**src/rtl/core/chat_pkg.sv**
```systemverilog
package chat_pkg;

	// Angle engine configuration
	localparam int ANGLE_ITERATIONS = 16;
	localparam int ANGLE_FRAC_BITS  = 6;
	localparam int ROOT_STEPS       = 30;
	localparam int CNT_W            = 5;

	// Datapath widths
	localparam int ACC_W  = 27;
	localparam int CW     = 34;
	localparam int ROOT_W = 30;
	localparam int RND_W  = ACC_W + ANGLE_FRAC_BITS + 1;
	localparam int OUTV_W = RND_W - 16;
	localparam int HEAD_W = 15;
	localparam int TILT_W = 14;

	// Angle constants, accumulator in 1/65536 degree
	localparam logic signed [ACC_W-1:0] DEG180 = ACC_W'(180 * 65536);
	localparam logic signed [ACC_W-1:0] DEG360 = ACC_W'(360 * 65536);
	localparam logic [RND_W-1:0]  RND_HALF = RND_W'(32768);
	localparam logic [OUTV_W-1:0] FULL_OUT = OUTV_W'(360 << ANGLE_FRAC_BITS);
	localparam logic [OUTV_W-1:0] HALF_OUT = OUTV_W'(180 << ANGLE_FRAC_BITS);
	localparam logic [OUTV_W-1:0] QUAR_OUT = OUTV_W'(90 << ANGLE_FRAC_BITS);

	// Controller to datapath commands
	typedef struct packed {
		logic             load;
		logic             cor_init_h;
		logic             cor_init_t;
		logic             cor_step;
		logic             h_save;
		logic             sq1;
		logic             sq2;
		logic             root_init;
		logic             root_step;
		logic             t_save;
		logic [CNT_W-1:0] idx;
	} chat_cmd_t;

	// atan(2^-i) in degrees scaled by 65536
	function automatic logic signed [ACC_W-1:0] arc(input logic [CNT_W-1:0] i);
		logic signed [ACC_W-1:0] a;
		case (i)
			5'd0:    a = ACC_W'(2949120);
			5'd1:    a = ACC_W'(1740967);
			5'd2:    a = ACC_W'(919879);
			5'd3:    a = ACC_W'(466945);
			5'd4:    a = ACC_W'(234379);
			5'd5:    a = ACC_W'(117304);
			5'd6:    a = ACC_W'(58666);
			5'd7:    a = ACC_W'(29335);
			5'd8:    a = ACC_W'(14668);
			5'd9:    a = ACC_W'(7334);
			5'd10:   a = ACC_W'(3667);
			5'd11:   a = ACC_W'(1833);
			5'd12:   a = ACC_W'(917);
			5'd13:   a = ACC_W'(458);
			5'd14:   a = ACC_W'(229);
			5'd15:   a = ACC_W'(115);
			5'd16:   a = ACC_W'(57);
			5'd17:   a = ACC_W'(29);
			5'd18:   a = ACC_W'(14);
			5'd19:   a = ACC_W'(7);
			5'd20:   a = ACC_W'(4);
			5'd21:   a = ACC_W'(2);
			5'd22:   a = ACC_W'(1);
			default: a = '0;
		endcase
		return a;
	endfunction

endpackage

```
**src/rtl/core/chat_ctrl.sv**
```systemverilog
module chat_ctrl import chat_pkg::*; (
	input  logic      clk,
	input  logic      arst_n,
	input  logic      in_valid,
	output logic      in_ready,
	output logic      out_valid,
	input  logic      out_ready,
	output chat_cmd_t cmd
);

	localparam logic [3:0] S_IDLE  = 4'd0;
	localparam logic [3:0] S_HINIT = 4'd1;
	localparam logic [3:0] S_HCOR  = 4'd2;
	localparam logic [3:0] S_HSAVE = 4'd3;
	localparam logic [3:0] S_SQ1   = 4'd4;
	localparam logic [3:0] S_SQ2   = 4'd5;
	localparam logic [3:0] S_RINIT = 4'd6;
	localparam logic [3:0] S_ROOT  = 4'd7;
	localparam logic [3:0] S_TINIT = 4'd8;
	localparam logic [3:0] S_TCOR  = 4'd9;
	localparam logic [3:0] S_TSAVE = 4'd10;

	logic [3:0]       state_q, state_d;
	logic [CNT_W-1:0] cnt_q, cnt_d;
	logic             out_valid_q;
	logic             slot_free;

	assign slot_free = !out_valid_q || out_ready;
	assign in_ready  = (state_q == S_IDLE);
	assign out_valid = out_valid_q;

	// Sequencing of the two angle passes and the root
	always_comb begin
		state_d = state_q;
		cnt_d   = cnt_q;
		cmd     = '0;
		cmd.idx = cnt_q;
		case (state_q)
			S_IDLE: begin
				if (in_valid) begin
					cmd.load = 1'b1;
					state_d  = S_HINIT;
				end
			end
			S_HINIT: begin
				cmd.cor_init_h = 1'b1;
				cnt_d          = '0;
				state_d        = S_HCOR;
			end
			S_HCOR: begin
				cmd.cor_step = 1'b1;
				if (cnt_q == CNT_W'(ANGLE_ITERATIONS - 1)) begin
					state_d = S_HSAVE;
				end else begin
					cnt_d = cnt_q + 1'b1;
				end
			end
			S_HSAVE: begin
				cmd.h_save = 1'b1;
				state_d    = S_SQ1;
			end
			S_SQ1: begin
				cmd.sq1 = 1'b1;
				state_d = S_SQ2;
			end
			S_SQ2: begin
				cmd.sq2 = 1'b1;
				state_d = S_RINIT;
			end
			S_RINIT: begin
				cmd.root_init = 1'b1;
				cnt_d         = '0;
				state_d       = S_ROOT;
			end
			S_ROOT: begin
				cmd.root_step = 1'b1;
				if (cnt_q == CNT_W'(ROOT_STEPS - 1)) begin
					state_d = S_TINIT;
				end else begin
					cnt_d = cnt_q + 1'b1;
				end
			end
			S_TINIT: begin
				cmd.cor_init_t = 1'b1;
				cnt_d          = '0;
				state_d        = S_TCOR;
			end
			S_TCOR: begin
				cmd.cor_step = 1'b1;
				if (cnt_q == CNT_W'(ANGLE_ITERATIONS - 1)) begin
					state_d = S_TSAVE;
				end else begin
					cnt_d = cnt_q + 1'b1;
				end
			end
			S_TSAVE: begin
				// hold until the output register can take the result
				if (slot_free) begin
					cmd.t_save = 1'b1;
					state_d    = S_IDLE;
				end
			end
			default: begin
				state_d = S_IDLE;
			end
		endcase
	end

	always_ff @(posedge clk or negedge arst_n) begin
		if (!arst_n) begin
			state_q     <= S_IDLE;
			cnt_q       <= '0;
			out_valid_q <= 1'b0;
		end else begin
			state_q <= state_d;
			cnt_q   <= cnt_d;
			if (cmd.t_save) begin
				out_valid_q <= 1'b1;
			end else if (out_ready) begin
				out_valid_q <= 1'b0;
			end
		end
	end

`ifndef SYNTHESIS
	a_no_overwrite: assert property (@(posedge clk) disable iff (!arst_n)
		cmd.t_save |-> (!out_valid_q || out_ready))
		else $error("result written over a pending transaction");
	a_hcor_done: assert property (@(posedge clk) disable iff (!arst_n)
		(state_q == S_HCOR && cnt_q == CNT_W'(ANGLE_ITERATIONS - 1)) |=> state_q == S_HSAVE)
		else $error("heading pass did not finish");
	a_root_bound: assert property (@(posedge clk) disable iff (!arst_n)
		state_q == S_ROOT |-> cnt_q < CNT_W'(ROOT_STEPS))
		else $error("root step count out of range");
	a_accept_starts: assert property (@(posedge clk) disable iff (!arst_n)
		(in_valid && in_ready) |=> state_q == S_HINIT)
		else $error("accepted transaction did not start work");
`endif

endmodule

```
**src/rtl/core/chat_dp.sv**
```systemverilog
module chat_dp import chat_pkg::*; (
	input  logic               clk,
	input  logic               arst_n,
	input  chat_cmd_t          cmd,
	input  logic signed [15:0] accel_x,
	input  logic signed [15:0] accel_y,
	input  logic signed [15:0] accel_z,
	input  logic               accel_ok,
	input  logic signed [15:0] mag_x,
	input  logic signed [15:0] mag_y,
	input  logic               mag_ok,
	output logic [HEAD_W-1:0]  heading,
	output logic [TILT_W-1:0]  tilt
);

	logic signed [15:0] ax_q, ay_q, az_q, mx_q, my_q;

	logic signed [CW-1:0]    cx_q, cy_q;
	logic signed [ACC_W-1:0] cz_q;
	logic                    zr_q;
	logic signed [CW-1:0]    x0, y0, xs, ys;
	logic signed [ACC_W-1:0] at;

	logic [31:0]         p_q, sq_q;
	logic [59:0]         n_q;
	logic [30:0]         rem_q;
	logic [ROOT_W-1:0]   root_q;
	logic [32:0]         remn, trial;

	logic signed [ACC_W-1:0] hz, tz;
	logic [RND_W-1:0]        rnd_h, rnd_t;
	logic [OUTV_W-1:0]       hv, tv;
	logic [HEAD_W-1:0]       hd_q, heading_q;
	logic [TILT_W-1:0]       tilt_q;
	logic                    acc_zero;

	// Held sensor words
	always_ff @(posedge clk or negedge arst_n) begin
		if (!arst_n) begin
			ax_q <= '0;
			ay_q <= '0;
			az_q <= '0;
			mx_q <= '0;
			my_q <= '0;
		end else if (cmd.load) begin
			if (accel_ok) begin
				ax_q <= accel_x;
				ay_q <= accel_y;
				az_q <= accel_z;
			end
			if (mag_ok) begin
				mx_q <= mag_x;
				my_q <= mag_y;
			end
		end
	end

	// CORDIC start vector, inputs scaled by 2^14
	always_comb begin
		if (cmd.cor_init_t) begin
			x0 = {{4{az_q[15]}}, az_q, 14'b0};
			y0 = {4'b0, root_q};
		end else begin
			x0 = {{4{mx_q[15]}}, mx_q, 14'b0};
			y0 = {{4{my_q[15]}}, my_q, 14'b0};
		end
	end

	assign xs = cx_q >>> cmd.idx;
	assign ys = cy_q >>> cmd.idx;
	assign at = arc(cmd.idx);

	// Digit-by-digit root trial
	assign remn  = {rem_q, n_q[59:58]};
	assign trial = {1'b0, root_q, 2'b01};

	// Heading: wrap, round, fold 360 back to 0
	always_comb begin
		hz = zr_q ? '0 : cz_q;
		if (hz < 0) begin
			hz = hz + DEG360;
		end
		if (hz < 0) begin
			hz = '0;
		end
		rnd_h = ({{(RND_W-ACC_W){1'b0}}, hz} << ANGLE_FRAC_BITS) + RND_HALF;
		hv    = rnd_h[RND_W-1:16];
		if (hv >= FULL_OUT) begin
			hv = hv - FULL_OUT;
		end
	end

	// Tilt: clamp to 0..180, round, zero vector gives 90
	assign acc_zero = (ax_q == 16'sd0) && (ay_q == 16'sd0) && (az_q == 16'sd0);
	always_comb begin
		tz = zr_q ? '0 : cz_q;
		if (tz < 0) begin
			tz = '0;
		end
		if (tz > DEG180) begin
			tz = DEG180;
		end
		rnd_t = ({{(RND_W-ACC_W){1'b0}}, tz} << ANGLE_FRAC_BITS) + RND_HALF;
		tv    = rnd_t[RND_W-1:16];
		if (tv > HALF_OUT) begin
			tv = HALF_OUT;
		end
		if (acc_zero) begin
			tv = QUAR_OUT;
		end
	end

	// Shared CORDIC, square sum, root and result registers
	always_ff @(posedge clk) begin
		if (cmd.cor_init_h || cmd.cor_init_t) begin
			zr_q <= (x0 == '0) && (y0 == '0);
			if (x0 < 0) begin
				cx_q <= -x0;
				cy_q <= -y0;
				cz_q <= DEG180;
			end else begin
				cx_q <= x0;
				cy_q <= y0;
				cz_q <= '0;
			end
		end else if (cmd.cor_step) begin
			if (cy_q > 0) begin
				cx_q <= cx_q + ys;
				cy_q <= cy_q - xs;
				cz_q <= cz_q + at;
			end else begin
				cx_q <= cx_q - ys;
				cy_q <= cy_q + xs;
				cz_q <= cz_q - at;
			end
		end
		if (cmd.h_save) begin
			hd_q <= hv[HEAD_W-1:0];
		end
		if (cmd.sq1) begin
			p_q <= 32'(ax_q * ax_q);
		end
		if (cmd.sq2) begin
			sq_q <= p_q + 32'(ay_q * ay_q);
		end
		if (cmd.root_init) begin
			n_q    <= {sq_q, 28'b0};
			rem_q  <= '0;
			root_q <= '0;
		end else if (cmd.root_step) begin
			n_q <= {n_q[57:0], 2'b00};
			if (remn >= trial) begin
				rem_q  <= 31'(remn - trial);
				root_q <= {root_q[ROOT_W-2:0], 1'b1};
			end else begin
				rem_q  <= remn[30:0];
				root_q <= {root_q[ROOT_W-2:0], 1'b0};
			end
		end
		if (cmd.t_save) begin
			heading_q <= hd_q;
			tilt_q    <= tv[TILT_W-1:0];
		end
	end

	assign heading = heading_q;
	assign tilt    = tilt_q;

endmodule

```
**src/rtl/core/compass_heading_and_tilt_core.sv**
```systemverilog
// An input transaction is accepted only while the controller is idle; each one
// is worked through in two 16-step passes of the shared CORDIC unit and the
// 30-step bit-serial square root before the result is written out.
// A finished result waits in the output register while the next is accepted.
// Reset (arst_n, asynchronous, active low) clears the held sensor words,
// the controller state and the output valid flag.
module compass_heading_and_tilt_core import chat_pkg::*; (
	input  logic               clk,
	input  logic               arst_n,
	input  logic               in_valid,
	output logic               in_ready,
	input  logic signed [15:0] accel_x,
	input  logic signed [15:0] accel_y,
	input  logic signed [15:0] accel_z,
	input  logic               accel_ok,
	input  logic signed [15:0] mag_x,
	input  logic signed [15:0] mag_y,
	input  logic               mag_ok,
	output logic               out_valid,
	input  logic               out_ready,
	output logic [HEAD_W-1:0]  heading,
	output logic [TILT_W-1:0]  tilt
);

	chat_cmd_t cmd;

	chat_ctrl u_ctrl (
		.clk       (clk),
		.arst_n    (arst_n),
		.in_valid  (in_valid),
		.in_ready  (in_ready),
		.out_valid (out_valid),
		.out_ready (out_ready),
		.cmd       (cmd)
	);

	chat_dp u_dp (
		.clk      (clk),
		.arst_n   (arst_n),
		.cmd      (cmd),
		.accel_x  (accel_x),
		.accel_y  (accel_y),
		.accel_z  (accel_z),
		.accel_ok (accel_ok),
		.mag_x    (mag_x),
		.mag_y    (mag_y),
		.mag_ok   (mag_ok),
		.heading  (heading),
		.tilt     (tilt)
	);

endmodule

```
**config.mk**
```make
export PLATFORM = sky130hd
export DESIGN_NAME = compass_heading_and_tilt_core
export DESIGN_NICKNAME = d
export VERILOG_FILES = /design/src/rtl/core/chat_pkg.sv /design/src/rtl/core/chat_ctrl.sv /design/src/rtl/core/chat_dp.sv /design/src/rtl/core/compass_heading_and_tilt_core.sv
export SDC_FILE = /design/constraint.sdc
export NUM_CORES = 2
export LEC_CHECK = 0
export ABC_AREA = 1
export BUFFER_PORTS_ARGS = -buffer_cell sky130_fd_sc_hd__buf_4
export CAP_MARGIN = 20
export CORE_MARGIN = 3
export CORE_UTILIZATION = 50
export DETAILED_ROUTE_END_ITERATION = 10
export PLACE_DENSITY_LB_ADDON = 0.05
export SYNTH_ARGS = -nofsm -noshare
export SYNTH_HDL_FRONTEND = slang
export SYNTH_HIERARCHICAL = 1
export SYNTH_SLANG_ARGS = --single-unit
```
**constraint.sdc**
```tcl
create_clock -name clk -period 15.5 [get_ports clk]
set_input_delay 0.775 -clock clk [delete_from_list [all_inputs] [get_ports clk]]
set_output_delay 0.775 -clock clk [all_outputs]
set_load 0.05 [all_outputs]
```
Word level (Yosys, flattened, before mapping)
Memories as Yosys holds them, arrays and structs flattened.
Cells that the tools add are included.
{"block": "classes", "addsub": 15, "n_eq_ne": 19, "shifts": 2, "n_mul": 2, "n_lt_le_gt_ge": 8, "n_reduce_logical": 23, "muxes": 48}
{"operator": "two-way mux 34 bit", "n": 10}
{"operator": "two-way mux 27 bit", "n": 8}
{"operator": "two-way mux 60 bit", "n": 2}
{"operator": "adder 33 x 16 -> 34 bit, second input constant", "n": 2}
{"operator": "adder 34 bit", "n": 2}
{"operator": "zero test 34 bit", "n": 2}
{"operator": "negation 34 bit", "n": 2}
{"operator": ">>> shifter 34 x 5 -> 34 bit", "n": 2}
{"operator": "subtractor 34 bit", "n": 2}
{"operator": "multiplier 16 x 16 -> 32 bit", "n": 2}
{"operator": "less-than comparator 27 x 1 -> 1 bit, second input constant", "n": 2}
{"operator": "zero test 16 bit", "n": 3}
{"operator": "one-hot mux 4 bit (11 select lines)", "n": 1}
{"operator": "> comparator 34 x 1 -> 1 bit, second input constant", "n": 1}
{"operator": "less-than comparator 34 x 1 -> 1 bit, second input constant", "n": 1}
{"operator": "greater-or-equal comparator 33 x 32 -> 1 bit", "n": 1}
{"operator": "adder 32 bit", "n": 1}
{"operator": "two-way mux 31 bit", "n": 1}
{"operator": "subtractor 31 bit", "n": 1}
{"operator": "adder 27 x 26 -> 27 bit, second input constant", "n": 1}
{"operator": "adder 27 bit", "n": 1}
{"operator": "> comparator 27 x 25 -> 1 bit, second input constant", "n": 1}
{"operator": "subtractor 27 bit", "n": 1}
{"operator": "two-way mux 24 bit", "n": 1}
{"operator": "29 further kinds", "n": 66}
{"block": "word_totals", "regBits": 387, "rom_bits": 704, "wordCells": 139, "inputBits": 86, "memories": 1, "output_inout_bits": 31}
{"name": "(name not given)", "depth": 32, "width": 22, "read_ports": 1, "rd_ports_with_merged_regs": 0, "wr": 0, "line": "chat_pkg.sv:44", "text": "case (i)"}

Depth between registers and ports, before layout
{"block": "depth", "depth_word": 8, "ltp_mapped": 34, "depth_no_buf": 33}

By module
Netlist, hierarchy kept.
{"module": "chat_dp", "cells_per_inst": 6440, "area_per_inst_um2": 48434.0, "instances": 1, "seq_area_each_um2": 10279.9}
{"module": "chat_ctrl", "cells_per_inst": 119, "area_per_inst_um2": 808.3, "instances": 1, "seq_area_each_um2": 250.2}

Worst setup path before layout
OpenSTA, ideal clock, no wires.
{"block": "synth_path", "kind": "reg2reg", "start": "register u_dp.ay_q[1]", "end": "register u_dp.sq_q[31] (data pin)", "arrival_ns": 5.913, "required_ns": 15.239, "path_stages_with_launch": 25, "period_less_slack_ns": 6.174, "setup_ns": 0.261, "slack_ns": 9.326, "path_buffers": 2, "path_cell_list": "dfrtp_1 clkbuf_1 buf_1 nand2_1 inv_1 fa_1 inv_1 fa_1 inv_1 fa_1 fa_1 fa_1 inv_1 fa_1 inv_1 ha_1 a21oi_1 o21ai_0 nand2_1 o211a_1 o221ai_1 a21oi_1 nor2_1 nor2_1 xor2_1"}
{"block": "synth_between", "elab_chain_len": 2}
{"item": "start: declaration", "line": "chat_dp.sv:16", "text": "logic signed [15:0] ax_q, ay_q, az_q, mx_q, my_q;"}
{"item": "start signal: assignment", "line": "chat_dp.sv:48", "text": "ay_q <= accel_y;"}
{"item": "multiplier 16 x 16 -> 32 bit", "line": "chat_dp.sv:144", "text": "sq_q <= p_q + 32'(ay_q * ay_q);"}
{"item": "adder 32 bit", "line": "chat_dp.sv:144"}
{"item": "end signal: assignment", "line": "chat_dp.sv:144"}
{"item": "end: declaration", "line": "chat_dp.sv:24", "text": "logic [31:0] p_q, sq_q;"}
Every way passes these cells.
A chain may end at the register's enable or synchronous reset.

Worst setup path after layout
{"block": "layout_path", "start": "register u_dp.ay_q[15]", "end": "register u_dp.sq_q[31] (data pin)"}
Same word-level chain as after synthesis.

==> reports/results.ini <==
[timing]
fin_crit_ns=6.97
post-route-period-util=0.450
clock_skew_ns=0.0461
hold_viol=0
tightest_slew_ns=1.08
fmax_ghz=0.143
max-slew-margin-rel=0.282
fin_tns_setup_ns=0
rsz0062_at_grt=no
finalSetupViolCount=0
slew_viol_final=0

[logic_synthesis]
ys_seq_elements=386
synth_top_area_frac=0.204
ys_seq_area_frac=0.214
yosysWarnings=6
syn_inst=6559
synth_nets=7485
async_flop_share=0.233
synthesis.area_um2=49200
synthTopCellsByArea=fa_1 (20%), edfxtp_1 (14%), nand2_1 (11%), inv_1 (9.7%), ha_1 (8.6%)
synth.distinct_cells=69
synth-main-ff-cell=edfxtp_1
synth-edff-count=235
yosysTopAreaCell=fa_1
syn_area_per_cell_um2=7.51

[final_layout]
nets=7473
drive_gt1_frac=0.0566
final_cell_mix=nand2_1 (1503), inv_1 (1268), fa_1 (502)
antenna_cells=0
fill_cells=9617
multiInputGateArea_um2=33000
final_common_cell=nand2_1
areaGrowthSynthToFinish_pct=6.93
regArea_um2=10500

[drt]
drt_iter0_drc=3098
routedWlPerCell_um=17.9
wl_um=141000
top_layer_used=met4
drc=0
drt-pass1-iter-count=6
viasPerCell=5.37
dr_wl_met2_um=70100
wl_met1_um=60200
met3_length_um=5980
vias=42200
postRouteAntennaNets=0

[worst_setup_path]
startpoint_type=flop
cp.required_ns=15.84
critPathArrivalTime_ns=7.31
critPathKind=flop to flop
rr_worst_depth=23
path_max_fanout=24
cp-end-kind=flop

[global_route]
overflow=0
grt_pass1_vias=42000
track_usage=0.275
grt_first_pass_wirelength_um=226000
grt_max_degree=88
antenna_found_initial=3

[floorplanning]
start_util=0.507
die_y_um=320
ios=117
die_w_um=320
rows=114
core_area_um2=97100
die-area_um2=102000

[clocking]
post-cts-setup-buffer-count=0
insertion_delay_ns=0.65
clock_path_buffers=3
cts_buffers=47
cts_tree=yes
clock_sinks=386
cts_resized=0
htreeDepth=2
root_buffer=clkbuf_16
path_clk_slew_ns=0.06
holdBufCountCts=0

[outcome]
status=finished, final reports clean

[place]
port_buffers=116
hpwlAfterDp_um=113000
gp_congestion=0.942

[hold_path]
hold_path_class=input port to async pin

[job]
maxCapViolCount=0

Yosys cell counts, types with 90 or more instances:
master	count
nand2_1	1505
nor2_1	471
dfrtp_1	90
xor2_1	141
a21oi_1	383
nand3_1	410
inv_1	1270
o21ai_0	302
ha_1	338
edfxtp_1	235
fa_1	502
clkbuf_1	135
worst max-delay path, stage by stage, from the launching register on:
cell and delay (ns):
dfrtp_1 0.89, clkinv_1 0.55, nor2_1 0.28, fa_1 0.46, fa_1 0.54, inv_1 0.05, fa_1 0.52, inv_1 0.05
fa_1 0.50, fa_1 0.55, inv_1 0.06, fa_1 0.53, inv_1 0.04, ha_1 0.36, nand2_1 0.12, nor2_1 0.20
inv_1 0.07, nor2_1 0.12, nor2_1 0.05, o221ai_1 0.35, a21oi_1 0.12, nor2_1 0.10, nor2_1 0.05, xor2_1 0.13
through the flow:
step                worst slack, ns  hold WS [ns]  utilization  cell area (um2)  std cells
floorplan                      9.33         0.400            -            49200       6559
global placement               8.60         0.404        0.526            51100       7770
detailed placement             8.56         0.405        0.526            51100       7771
CTS                            8.54        0.0972        0.542            52600       7858
global route                   8.15         0.135        0.542            52700       7861
finish                         8.53         0.110        0.542            52700       7861
cell type report:
| cell class | instances | share of cell area |
|---|---|---|
| flip-flops and latches | 386 | 0.200 |
| multi-input cells | 4667 | 0.627 |
| inverters | 1292 | 0.0921 |
| clock buffers | 60 | 0.0242 |
| clock inverters | 27 | 0.00437 |
| well taps | 1276 | 0.0303 |
| repair buffers | 153 | 0.0223 |
layer usage:
metal,vias up,track usage
li1,20800,-
met1,20200,0.355
met2,1004,0.488
met5,-,0
met3,209,0.0307
met4,0,0.0809
cells by family after synthesis:
| group | synth area share |
|---|---|
| buffers and inverters | 0.117 |
| AO/OA/AOI/OAI | 0.109 |
| AND/OR/NAND/NOR | 0.222 |
| adder cells (fa/ha/maj) | 0.290 |
| XOR/XNOR | 0.0384 |
| flip-flops | 0.214 |
| multiplexers | 0.00938 |
sequential cells by signal (all words and copies together), names as in the netlist, 27 cells and up:
signal       flops
u_dp/cx_q       34
u_dp/cy_q       34
u_dp/n_q        32
u_dp/sq_q       32
u_dp/p_q        31
u_dp/rem_q      31
u_dp/root_q     30
u_dp/cz_q       27
final timing paths:
path	start	endpoint	slack, ns
min	arst_n	u_dp/mx_q[1]	0.11
max	u_dp/ay_q[15]	u_dp/sq_q[31]	8.53
min in group clk	mag_x[1]	u_dp/mx_q[1]	0.35
max reg2reg	u_dp/ay_q[15]	u_dp/sq_q[31]	8.53
min reg2reg	u_dp/hd_q[1]	u_dp/heading[1]	0.42
max in group asynchronous	arst_n	u_ctrl/cnt_q[0]	14.15
Power is not shown: default switching activity piles up to over one toggle a cycle in this logic, so the estimate is an artifact.
